[src/hw/rtl/rgbyuv_pkg.sv]
package rgbyuv_pkg;

   // Fraction bits of the fixed-point coefficients.
   localparam int COEF_FRAC_BITS = 16;
   // Every coefficient magnitude is below one, so it fits with one sign bit.
   localparam int COEF_W = COEF_FRAC_BITS + 1;
   // Three 8-bit by COEF_W products summed, with room for sign and carries.
   localparam int SUM_W = COEF_W + 8 + 3;
   localparam int ACC_W = 10;

   // Rounds micro / 1e6 * 2^COEF_FRAC_BITS half up; evaluated at elaboration.
   function automatic longint quant(input longint micro);
      return ((micro << COEF_FRAC_BITS) + 64'sd500000) / 64'sd1000000;
   endfunction

   localparam logic signed [COEF_W-1:0] COEF_YR = COEF_W'(quant(64'sd299000));
   localparam logic signed [COEF_W-1:0] COEF_YG = COEF_W'(quant(64'sd587000));
   localparam logic signed [COEF_W-1:0] COEF_YB = COEF_W'(quant(64'sd114000));
   localparam logic signed [COEF_W-1:0] COEF_UR = COEF_W'(quant(64'sd147130));
   localparam logic signed [COEF_W-1:0] COEF_UG = COEF_W'(quant(64'sd288860));
   localparam logic signed [COEF_W-1:0] COEF_UB = COEF_W'(quant(64'sd436000));
   localparam logic signed [COEF_W-1:0] COEF_VR = COEF_W'(quant(64'sd615000));
   localparam logic signed [COEF_W-1:0] COEF_VG = COEF_W'(quant(64'sd511499));
   localparam logic signed [COEF_W-1:0] COEF_VB = COEF_W'(quant(64'sd100010));

   typedef struct packed {
      logic [7:0] red;
      logic [7:0] green;
      logic [7:0] blue;
      logic       frame_start;
   } pixel_type;

   typedef struct packed {
      logic [7:0] luma;
      logic       chroma_valid;
      logic [7:0] chroma_u;
      logic [7:0] chroma_v;
   } result_type;

   typedef struct packed {
      logic [7:0] y;
      logic [7:0] u;
      logic [7:0] v;
   } yuv_type;

   typedef struct packed {
      logic       valid;
      logic [7:0] u;
      logic [7:0] v;
   } chroma_type;

endpackage

[src/hw/rtl/rgbyuv_color_matrix.sv]
module rgbyuv_color_matrix (
   input  rgbyuv_pkg::pixel_type pixel,
   output rgbyuv_pkg::yuv_type   yuv
);

   localparam int SW = rgbyuv_pkg::SUM_W;
   localparam int F  = rgbyuv_pkg::COEF_FRAC_BITS;

   logic signed [SW-1:0] r_ext;
   logic signed [SW-1:0] g_ext;
   logic signed [SW-1:0] b_ext;
   logic signed [SW-1:0] y_sum;
   logic signed [SW-1:0] u_sum;
   logic signed [SW-1:0] v_sum;

   // Floors the weighted sum to an integer and saturates it to 0..255.
   function automatic logic [7:0] clamp8(input logic signed [SW-1:0] sum);
      logic [SW-F-1:0] whole;
      whole = sum[SW-1:F];
      if (sum[SW-1]) begin
         return 8'd0;
      end else if (whole > (SW-F)'(255)) begin
         return 8'd255;
      end else begin
         return whole[7:0];
      end
   endfunction

   assign r_ext = SW'(signed'({1'b0, pixel.red}));
   assign g_ext = SW'(signed'({1'b0, pixel.green}));
   assign b_ext = SW'(signed'({1'b0, pixel.blue}));

   assign y_sum = SW'(rgbyuv_pkg::COEF_YR) * r_ext + SW'(rgbyuv_pkg::COEF_YG) * g_ext
                + SW'(rgbyuv_pkg::COEF_YB) * b_ext;
   assign u_sum = SW'(rgbyuv_pkg::COEF_UB) * b_ext - SW'(rgbyuv_pkg::COEF_UR) * r_ext
                - SW'(rgbyuv_pkg::COEF_UG) * g_ext;
   assign v_sum = SW'(rgbyuv_pkg::COEF_VR) * r_ext - SW'(rgbyuv_pkg::COEF_VG) * g_ext
                - SW'(rgbyuv_pkg::COEF_VB) * b_ext;

   assign yuv.y = clamp8(y_sum);
   assign yuv.u = clamp8(u_sum);
   assign yuv.v = clamp8(v_sum);

endmodule

[src/hw/rtl/rgbyuv_chroma_group.sv]
module rgbyuv_chroma_group (
   input  logic                   clock,
   input  logic                   reset,
   input  logic                   advance,
   input  logic                   frame_start,
   input  logic [7:0]             u,
   input  logic [7:0]             v,
   output rgbyuv_pkg::chroma_type chroma
);

   localparam int AW = rgbyuv_pkg::ACC_W;

   logic [1:0]    position_ff;
   logic [1:0]    position_in;
   logic [AW-1:0] u_acc_ff;
   logic [AW-1:0] u_acc_in;
   logic [AW-1:0] v_acc_ff;
   logic [AW-1:0] v_acc_in;
   logic [1:0]    position_now;
   logic [AW-1:0] u_sum;
   logic [AW-1:0] v_sum;
   logic          last_of_group;

   // A frame start drops whatever partial group was collected.
   assign position_now  = frame_start ? 2'd0 : position_ff;
   assign u_sum         = (frame_start ? AW'(0) : u_acc_ff) + AW'(u);
   assign v_sum         = (frame_start ? AW'(0) : v_acc_ff) + AW'(v);
   assign last_of_group = (position_now == 2'd3);

   always_comb begin
      if (last_of_group) begin
         position_in = 2'd0;
         u_acc_in    = '0;
         v_acc_in    = '0;
         chroma.valid = 1'b1;
         chroma.u     = u_sum[AW-1:2];
         chroma.v     = v_sum[AW-1:2];
      end else begin
         position_in = position_now + 2'd1;
         u_acc_in    = u_sum;
         v_acc_in    = v_sum;
         chroma.valid = 1'b0;
         chroma.u     = 8'd0;
         chroma.v     = 8'd0;
      end
   end

   always_ff @(posedge clock) begin
      if (reset) begin
         position_ff <= 2'd0;
         u_acc_ff    <= '0;
         v_acc_ff    <= '0;
      end else if (advance) begin
         position_ff <= position_in;
         u_acc_ff    <= u_acc_in;
         v_acc_ff    <= v_acc_in;
      end
   end

endmodule

[src/hw/rtl/rgb_to_yuv411_converter_top.sv]
// Channel   Ports                          Direction  Moves
// request   req_valid req_ready req_pixel  in         one RGB pixel and frame-start flag
// result    rsp_valid rsp_ready rsp_result out        Y, and U/V on every fourth pixel
//
// A request is registered in the input register when accepted, converted and
// grouped from there, and its result is registered in the output register once
// that register is free; rsp_valid rises when the result is registered.
// One request per cycle is taken while the result side keeps up.
// Reset clears both stage valid flags and the group position and sums.
// A stalled result holds both stages; a request is still taken while the
// input register is empty or moving on.
module rgb_to_yuv411_converter_top (
   input  logic                   clock,
   input  logic                   reset,
   input  logic                   req_valid,
   output logic                   req_ready,
   input  rgbyuv_pkg::pixel_type  req_pixel,
   output logic                   rsp_valid,
   input  logic                   rsp_ready,
   output rgbyuv_pkg::result_type rsp_result
);

   logic                   in_valid_ff;
   rgbyuv_pkg::pixel_type  in_pixel_ff;
   logic                   out_valid_ff;
   logic                   out_valid_in;
   rgbyuv_pkg::result_type out_result_ff;
   rgbyuv_pkg::result_type out_result_in;
   rgbyuv_pkg::yuv_type    yuv;
   rgbyuv_pkg::chroma_type chroma;
   logic                   out_free;
   logic                   advance;

   assign out_free  = !out_valid_ff || rsp_ready;
   assign advance   = in_valid_ff && out_free;
   assign req_ready = !in_valid_ff || out_free;

   rgbyuv_color_matrix u_matrix (
      .pixel (in_pixel_ff),
      .yuv   (yuv)
   );

   rgbyuv_chroma_group u_group (
      .clock       (clock),
      .reset       (reset),
      .advance     (advance),
      .frame_start (in_pixel_ff.frame_start),
      .u           (yuv.u),
      .v           (yuv.v),
      .chroma      (chroma)
   );

   always_comb begin
      out_result_in.luma         = yuv.y;
      out_result_in.chroma_valid = chroma.valid;
      out_result_in.chroma_u     = chroma.u;
      out_result_in.chroma_v     = chroma.v;
      out_valid_in = advance ? 1'b1 : (out_valid_ff && !rsp_ready);
   end

   always_ff @(posedge clock) begin
      if (reset) begin
         in_valid_ff  <= 1'b0;
         out_valid_ff <= 1'b0;
      end else begin
         if (req_ready) begin
            in_valid_ff <= req_valid;
         end
         out_valid_ff <= out_valid_in;
      end
      if (req_ready && req_valid) begin
         in_pixel_ff <= req_pixel;
      end
      if (advance) begin
         out_result_ff <= out_result_in;
      end
   end

   assign rsp_valid  = out_valid_ff;
   assign rsp_result = out_result_ff;

endmodule

[config.mk]
export PLATFORM = sky130hd
export DESIGN_NAME = rgb_to_yuv411_converter_top
export DESIGN_NICKNAME = d
export VERILOG_FILES = /design/src/hw/rtl/rgbyuv_pkg.sv /design/src/hw/rtl/rgbyuv_color_matrix.sv /design/src/hw/rtl/rgbyuv_chroma_group.sv /design/src/hw/rtl/rgb_to_yuv411_converter_top.sv
export SDC_FILE = /design/constraint.sdc
export NUM_CORES = 1
export LEC_CHECK = 0
export BUFFER_PORTS_ARGS = -buffer_cell sky130_fd_sc_hd__buf_2
export CAP_MARGIN = 10
export CORE_UTILIZATION = 44
export DETAILED_ROUTE_END_ITERATION = 10
export SLEW_MARGIN = 40
export SYNTH_ARGS = -nofsm -noshare
export SYNTH_HDL_FRONTEND = slang
export SYNTH_HIERARCHICAL = 1
export SYNTH_SLANG_ARGS = --single-unit
export TNS_END_PERCENT = 20
[constraint.sdc]
create_clock -name clock -period 10.45 [get_ports clock]
set_input_delay 1.045 -clock clock [delete_from_list [all_inputs] [get_ports clock]]
set_output_delay 1.045 -clock clock [all_outputs]
set_load 0.02 [all_outputs]
# [Word level (Yosys, flattened, before mapping)]
# Cells that the tools add are included.
[totals] regBits=74 inputBits=29 out_inout_bits=27
[classes] n_addsub=9 multipliers=9 magnitude_cmp=3 n_eq_ne=1 n_mux=13 reduce_logical=8
[ops] cell="28-bit subtractor" n=4
[ops] cell="15-bit by 8-bit multiplier with 23-bit output (first input constant)" n=4
[ops] cell="28-bit adder" n=2
[ops] cell="13-bit by 8-bit multiplier with 21-bit output (first input constant)" n=2
[ops] cell="10-bit two-way mux" n=4
[ops] cell="8-bit two-way mux" n=5
[ops] cell="12-bit by 8-bit greater-than comparator with 1-bit output (second input constant)" n=3
[ops] cell="16-bit by 8-bit multiplier with 24-bit output (first input constant)" n=1
[ops] cell="14-bit by 8-bit multiplier with 22-bit output (first input constant)" n=1
[ops] cell="10-bit by 8-bit adder with 10-bit output" n=2
[ops] cell="12-bit by 8-bit multiplier with 20-bit output (first input constant)" n=1
[ops] cell="17-bit two-way mux" n=1
[ops] cell="2-bit two-way mux" n=2
[ops] cell="1-bit logical AND" n=3
[ops] cell="1-bit logical NOT" n=3
[ops] cell="2-bit by 1-bit adder with 2-bit output (second input constant)" n=1
[ops] cell="2-bit == test (second input constant)" n=1
[ops] cell="1-bit logical OR" n=2
[ops] cell="1-bit two-way mux" n=1

# [Depth between registers and ports, before layout]
[depth] ltp_word=8 depth_mapped=44 depth_no_buf=44

# [By module]
# Netlist, hierarchy kept.
[by_module_without_submodules] module="rgbyuv_color_matrix" instances=1 cells_each=2027 area_per_inst_um2=18529.0 seq_area_each_um2=0.0
[by_module_without_submodules] module="rgbyuv_chroma_group" instances=1 cells_each=245 area_per_inst_um2=1938.1 seq_area_each_um2=440.4
[by_module_without_submodules] module="rgb_to_yuv411_converter_top" instances=1 cells_each=60 area_per_inst_um2=1605.3 seq_area_each_um2=1541.5

# [Least setup slack after synthesis]
# OpenSTA, ideal clock, no wires.
[synth_path] path_kind="register -> register" startpoint="register in_pixel_ff[14] (netlist name)" endpoint="register out_result_ff (netlist bit rsp_result[4]) (data pin)" setup_ns=0.255 t_arrival_ns=10.268 t_required_ns=10.195 slack_ns=-0.073 path_stages_with_launch=41 n_path_buf=0 period_less_slack_ns=10.523 cell_sequence="edfxtp_1 inv_1 fa_1 fa_1 inv_1 fa_1 inv_1 fa_1 inv_1 ha_1 a21o_1 a31o_2 a211o_1 nand2_1 xor2_1 fa_1 fa_1 inv_1 (+5 left out) a21oi_1 o21ai_0 a31oi_4 xnor2_1 ha_1 a21o_1 a21oi_1 o21ai_0 nor4b_4 nor4b_4 nor3_1 ha_1 fa_1 a211oi_1 o21ai_1 a21oi_1 xnor2_1 and2_1"
[synth_lines] element="from (decl)" line="rgb_to_yuv411_converter_top.sv:24" source="rgbyuv_pkg::pixel_type in_pixel_ff;"
[synth_lines] element="from (signal assigned)" line="rgb_to_yuv411_converter_top.sv:72" source="in_pixel_ff <= req_pixel;"
[synth_lines] element="to (signal assigned)" line="rgb_to_yuv411_converter_top.sv:75" source="out_result_ff <= out_result_in;"
[synth_lines] element="to (decl)" line="rgb_to_yuv411_converter_top.sv:27" source="rgbyuv_pkg::result_type out_result_ff;"

==> qor.yml <==
status: "completed"
ant_nets: 0
grt_antenna_before_repair: 1
ys_seq_area_share_pct: 8.98
ios: 56
cpMaxStageDelayCell: "fa_1"
slew_headroom_pct: 41.7
ys.flop_type: "edfxtp_1"
drt-total-wl_um: 61100
hold_path.class: "flop to flop"
hpwl_um: 52500
num-nets-final: 3263
synthesis.instances: 2332
maxCapViolCount: 0
drc: 0
clockBufferDepth: 2
syn_avg_cell_area_um2: 9.47
drt-pass1-iter-count: 7
grt_max_degree: 50
synth_cell_types: 86
viasPerCell: 5.36
worstSetupStartpointType: "flop"
slew_violations: 0
drive_gt1_share_pct: 9.81
drt-initial-drc-count: 1017
fillers: 4715
ys_warn_count: 6
die_w_um: 226
design.die.area_um2: 51100
critPathRequiredTime_ps: 10590
gr-total-overflow: 0
grt_pass1_vias: 17300
fmax_mhz: 98.9
rows: 81
synth-seq-cells: 74
grt.total_usage_pct: 24.9
vias: 16800
crit_top_cell: "fa_1"
crit_path_max_fanout: 6
cts-htree-levels: 3
hold_viol: 0
die_height_um: 226
arrival_ps: 10250
holdWs_ps: 472
gp_congestion: 0.938
clkSinkCount: 74
numCtsBuffers: 9
cp_slowest_stage_delay_ps: 570
skew_ps: 33.9
worstSkewPairLatency_ps: 400
cts_tree: "built"
synth_nets: 3133
setup_viol: 0
critPathCaptureType: "flop"
clock-root-buffer: "clkbuf_16"
netlist_area_um2: 22100
start_util_pct: 44.8
fin_crit_ps: 10120
path_class: "flop to flop"
async_flop_share_pct: 0
ctsHoldBuffers: 0
tightest_slew_ps: 869
portBuffers: 55
wire_per_inst_um: 19.5
finalCritPeriodShare_pct: 96.8
clkTransAtPathRegs_ps: 100
syn_to_final_growth_pct: 10.4
grt_pass1_wl_um: 95000
synth_edf_count: 50
core_um2: 49300
==> Yosys cell counts (4+ instances only) <==
cell      count  area share [%]
o211ai_1     12            0.41
o21ai_0      62             1.4
o21ai_1       6            0.14
a211oi_1     19            0.65
nor2_1       86             1.5
nor3b_1       7            0.24
mux2i_1       6            0.27
or3_1        29            0.82
nand4_1       9            0.26
a211oi_2      4            0.23
nor4_1       10            0.28
and3_1       10            0.28
and2_1       27            0.77
o21bai_1     14            0.48
edfxtp_1     50             6.8
a311oi_1      8            0.32
a21oi_1     106             2.4
ha_1        462              26
and3b_1       4            0.16
nand2b_1     21            0.60
a31oi_1       8            0.23
inv_1       545             9.3
dfxtp_1      24             2.2
nand3b_1      8            0.27
nand3_1      20            0.45
o21a_1       16            0.54
a31o_2        6            0.24
a22o_1        7            0.28
nor3_1       47             1.1
o22ai_1       5            0.14
xnor2_1      77             3.1
o211a_1       6            0.27
nor2b_1      46             1.3
xor2_1       52             2.1
fa_1        310              28
a21o_1       42             1.4
or2_2        12            0.34
o31ai_1       8            0.27
clkbuf_1      9            0.15
nand2_1      58            0.99
a211o_1       4            0.16
==> cell families (layout without fill, tap and decap cells) <==
logic type / after synthesis / count (layout) / share of synthesized area [%]
adder cells (fa/ha/maj): 772 / 772 / 54.3
XOR/XNOR: 129 / 129 / 5.12
AO/OA/AOI/OAI: 372 / 372 / 11.3
other: 1 / 2 / 0.0170
AND/OR/NAND/NOR: 418 / 418 / 10.4
buffers and inverters: 560 / 695 / 9.57
flip-flops: 74 / 74 / 8.98
multiplexers: 6 / 6 / 0.272
==> area by class of cell <==
class	count	area, µm²	share of cell area, %
sequential	74	1980	8.13
timing repair buffer	134	900	3.69
clock inverter	5	67.6	0.277
clock buffer	11	264	1.08
tap	664	831	3.41
inverter	545	2050	8.39
antenna	1	2.50	0.0103
multi-input combinational	1698	18300	75.0
==> through the flow <==
stage / area, µm² / worst slack, ps / utilization [%] / setup TNS (ps) / cells
floorplan: 22100 / 2.96 / - / 0 / 2332
detailed placement: 23700 / -181 / 48.0 / -809 / 3106
CTS: 24000 / 8.01 / 48.7 / 0 / 3122
finish: 24400 / 334 / 49.5 / 0 / 3132
global route: 24400 / -101 / 49.5 / -366 / 3131
global placement: 23700 / 38.9 / 48.0 / 0 / 3106
==> per-layer routing <==
| metal | track usage, % | wire [µm] | up-vias |
|---|---|---|---|
| li1 | - | - | 7978 |
| met1 | 33.4 | 27100 | 8323 |
| met2 | 40.0 | 28200 | 407 |
| met3 | 4.98 | 3940 | 82 |
| met4 | 8.01 | 1860 | 0 |
| met5 | 0 | 0 | - |
==> state kept, by name, indices dropped and copies added, names as in the netlist <==
name / count
in_pixel_ff: 25
rsp_result: 25
u_group/u_acc_ff: 10
u_group/v_acc_ff: 10
u_group/position_ff: 2
in_valid_ff: 1
rsp_valid: 1
==> cell usage in the layout (no fill, tap or decap), drive strengths merged, types with 7 or more instances in the layout <==
cell	synthesis	layout
dfxtp	24	24
buf	6	134
fa	310	310
xor2	52	52
o21ai	68	68
o211ai	12	12
a21oi	107	107
nand3	20	20
nor4	10	10
a311oi	9	9
edfxtp	50	50
o21a	16	16
a21o	42	42
and2	31	31
nor2	86	86
nor3	47	47
inv	545	547
o31ai	8	8
nor2b	46	46
or2	14	14
nand4	9	9
and3	10	10
a31oi	10	10
nand2b	21	21
o21bai	14	14
xnor2	77	77
a22o	7	7
clkbuf	9	11
nand2	58	58
ha	462	462
a211oi	23	23
or3	29	29
nor3b	8	8
nand3b	9	9
==> path summary, 6_finish.rpt <==
check | to | cells past startpoint | start | slack, ps
setup / recovery | rsp_result[4] | 40 | in_pixel_ff[15] | 330
hold / removal | u_group/u_acc_ff[1] | 2 | u_group/u_acc_ff[1] | 470
setup reg to reg | rsp_result[4] | 40 | in_pixel_ff[15] | 330
hold reg to reg | u_group/u_acc_ff[1] | 2 | u_group/u_acc_ff[1] | 470
==> timing repair <==
action | in CTS | in global routing
endpoints found under the setup margin | 11 | 16
setup buffers | 0 | 9
resized for setup | 5 | 54
gates cloned | 0 | 0
pin swaps | 1 | 53
==> worst max-delay path: cells and delay by family (launching register included) <==
kind	cells	cell delay, ps
and+or+nand+nor	5	1180
DFF	1	420
xor gates and xnor gates	3	340
AOI/OAI and AO/OA	13	2200
adders and majority gates	12	5120
buffers and inverters	7	580
Power is left out: the tool's default activity adds up to more than one toggle a clock period on the data nets, which glitch-free logic cannot reach.
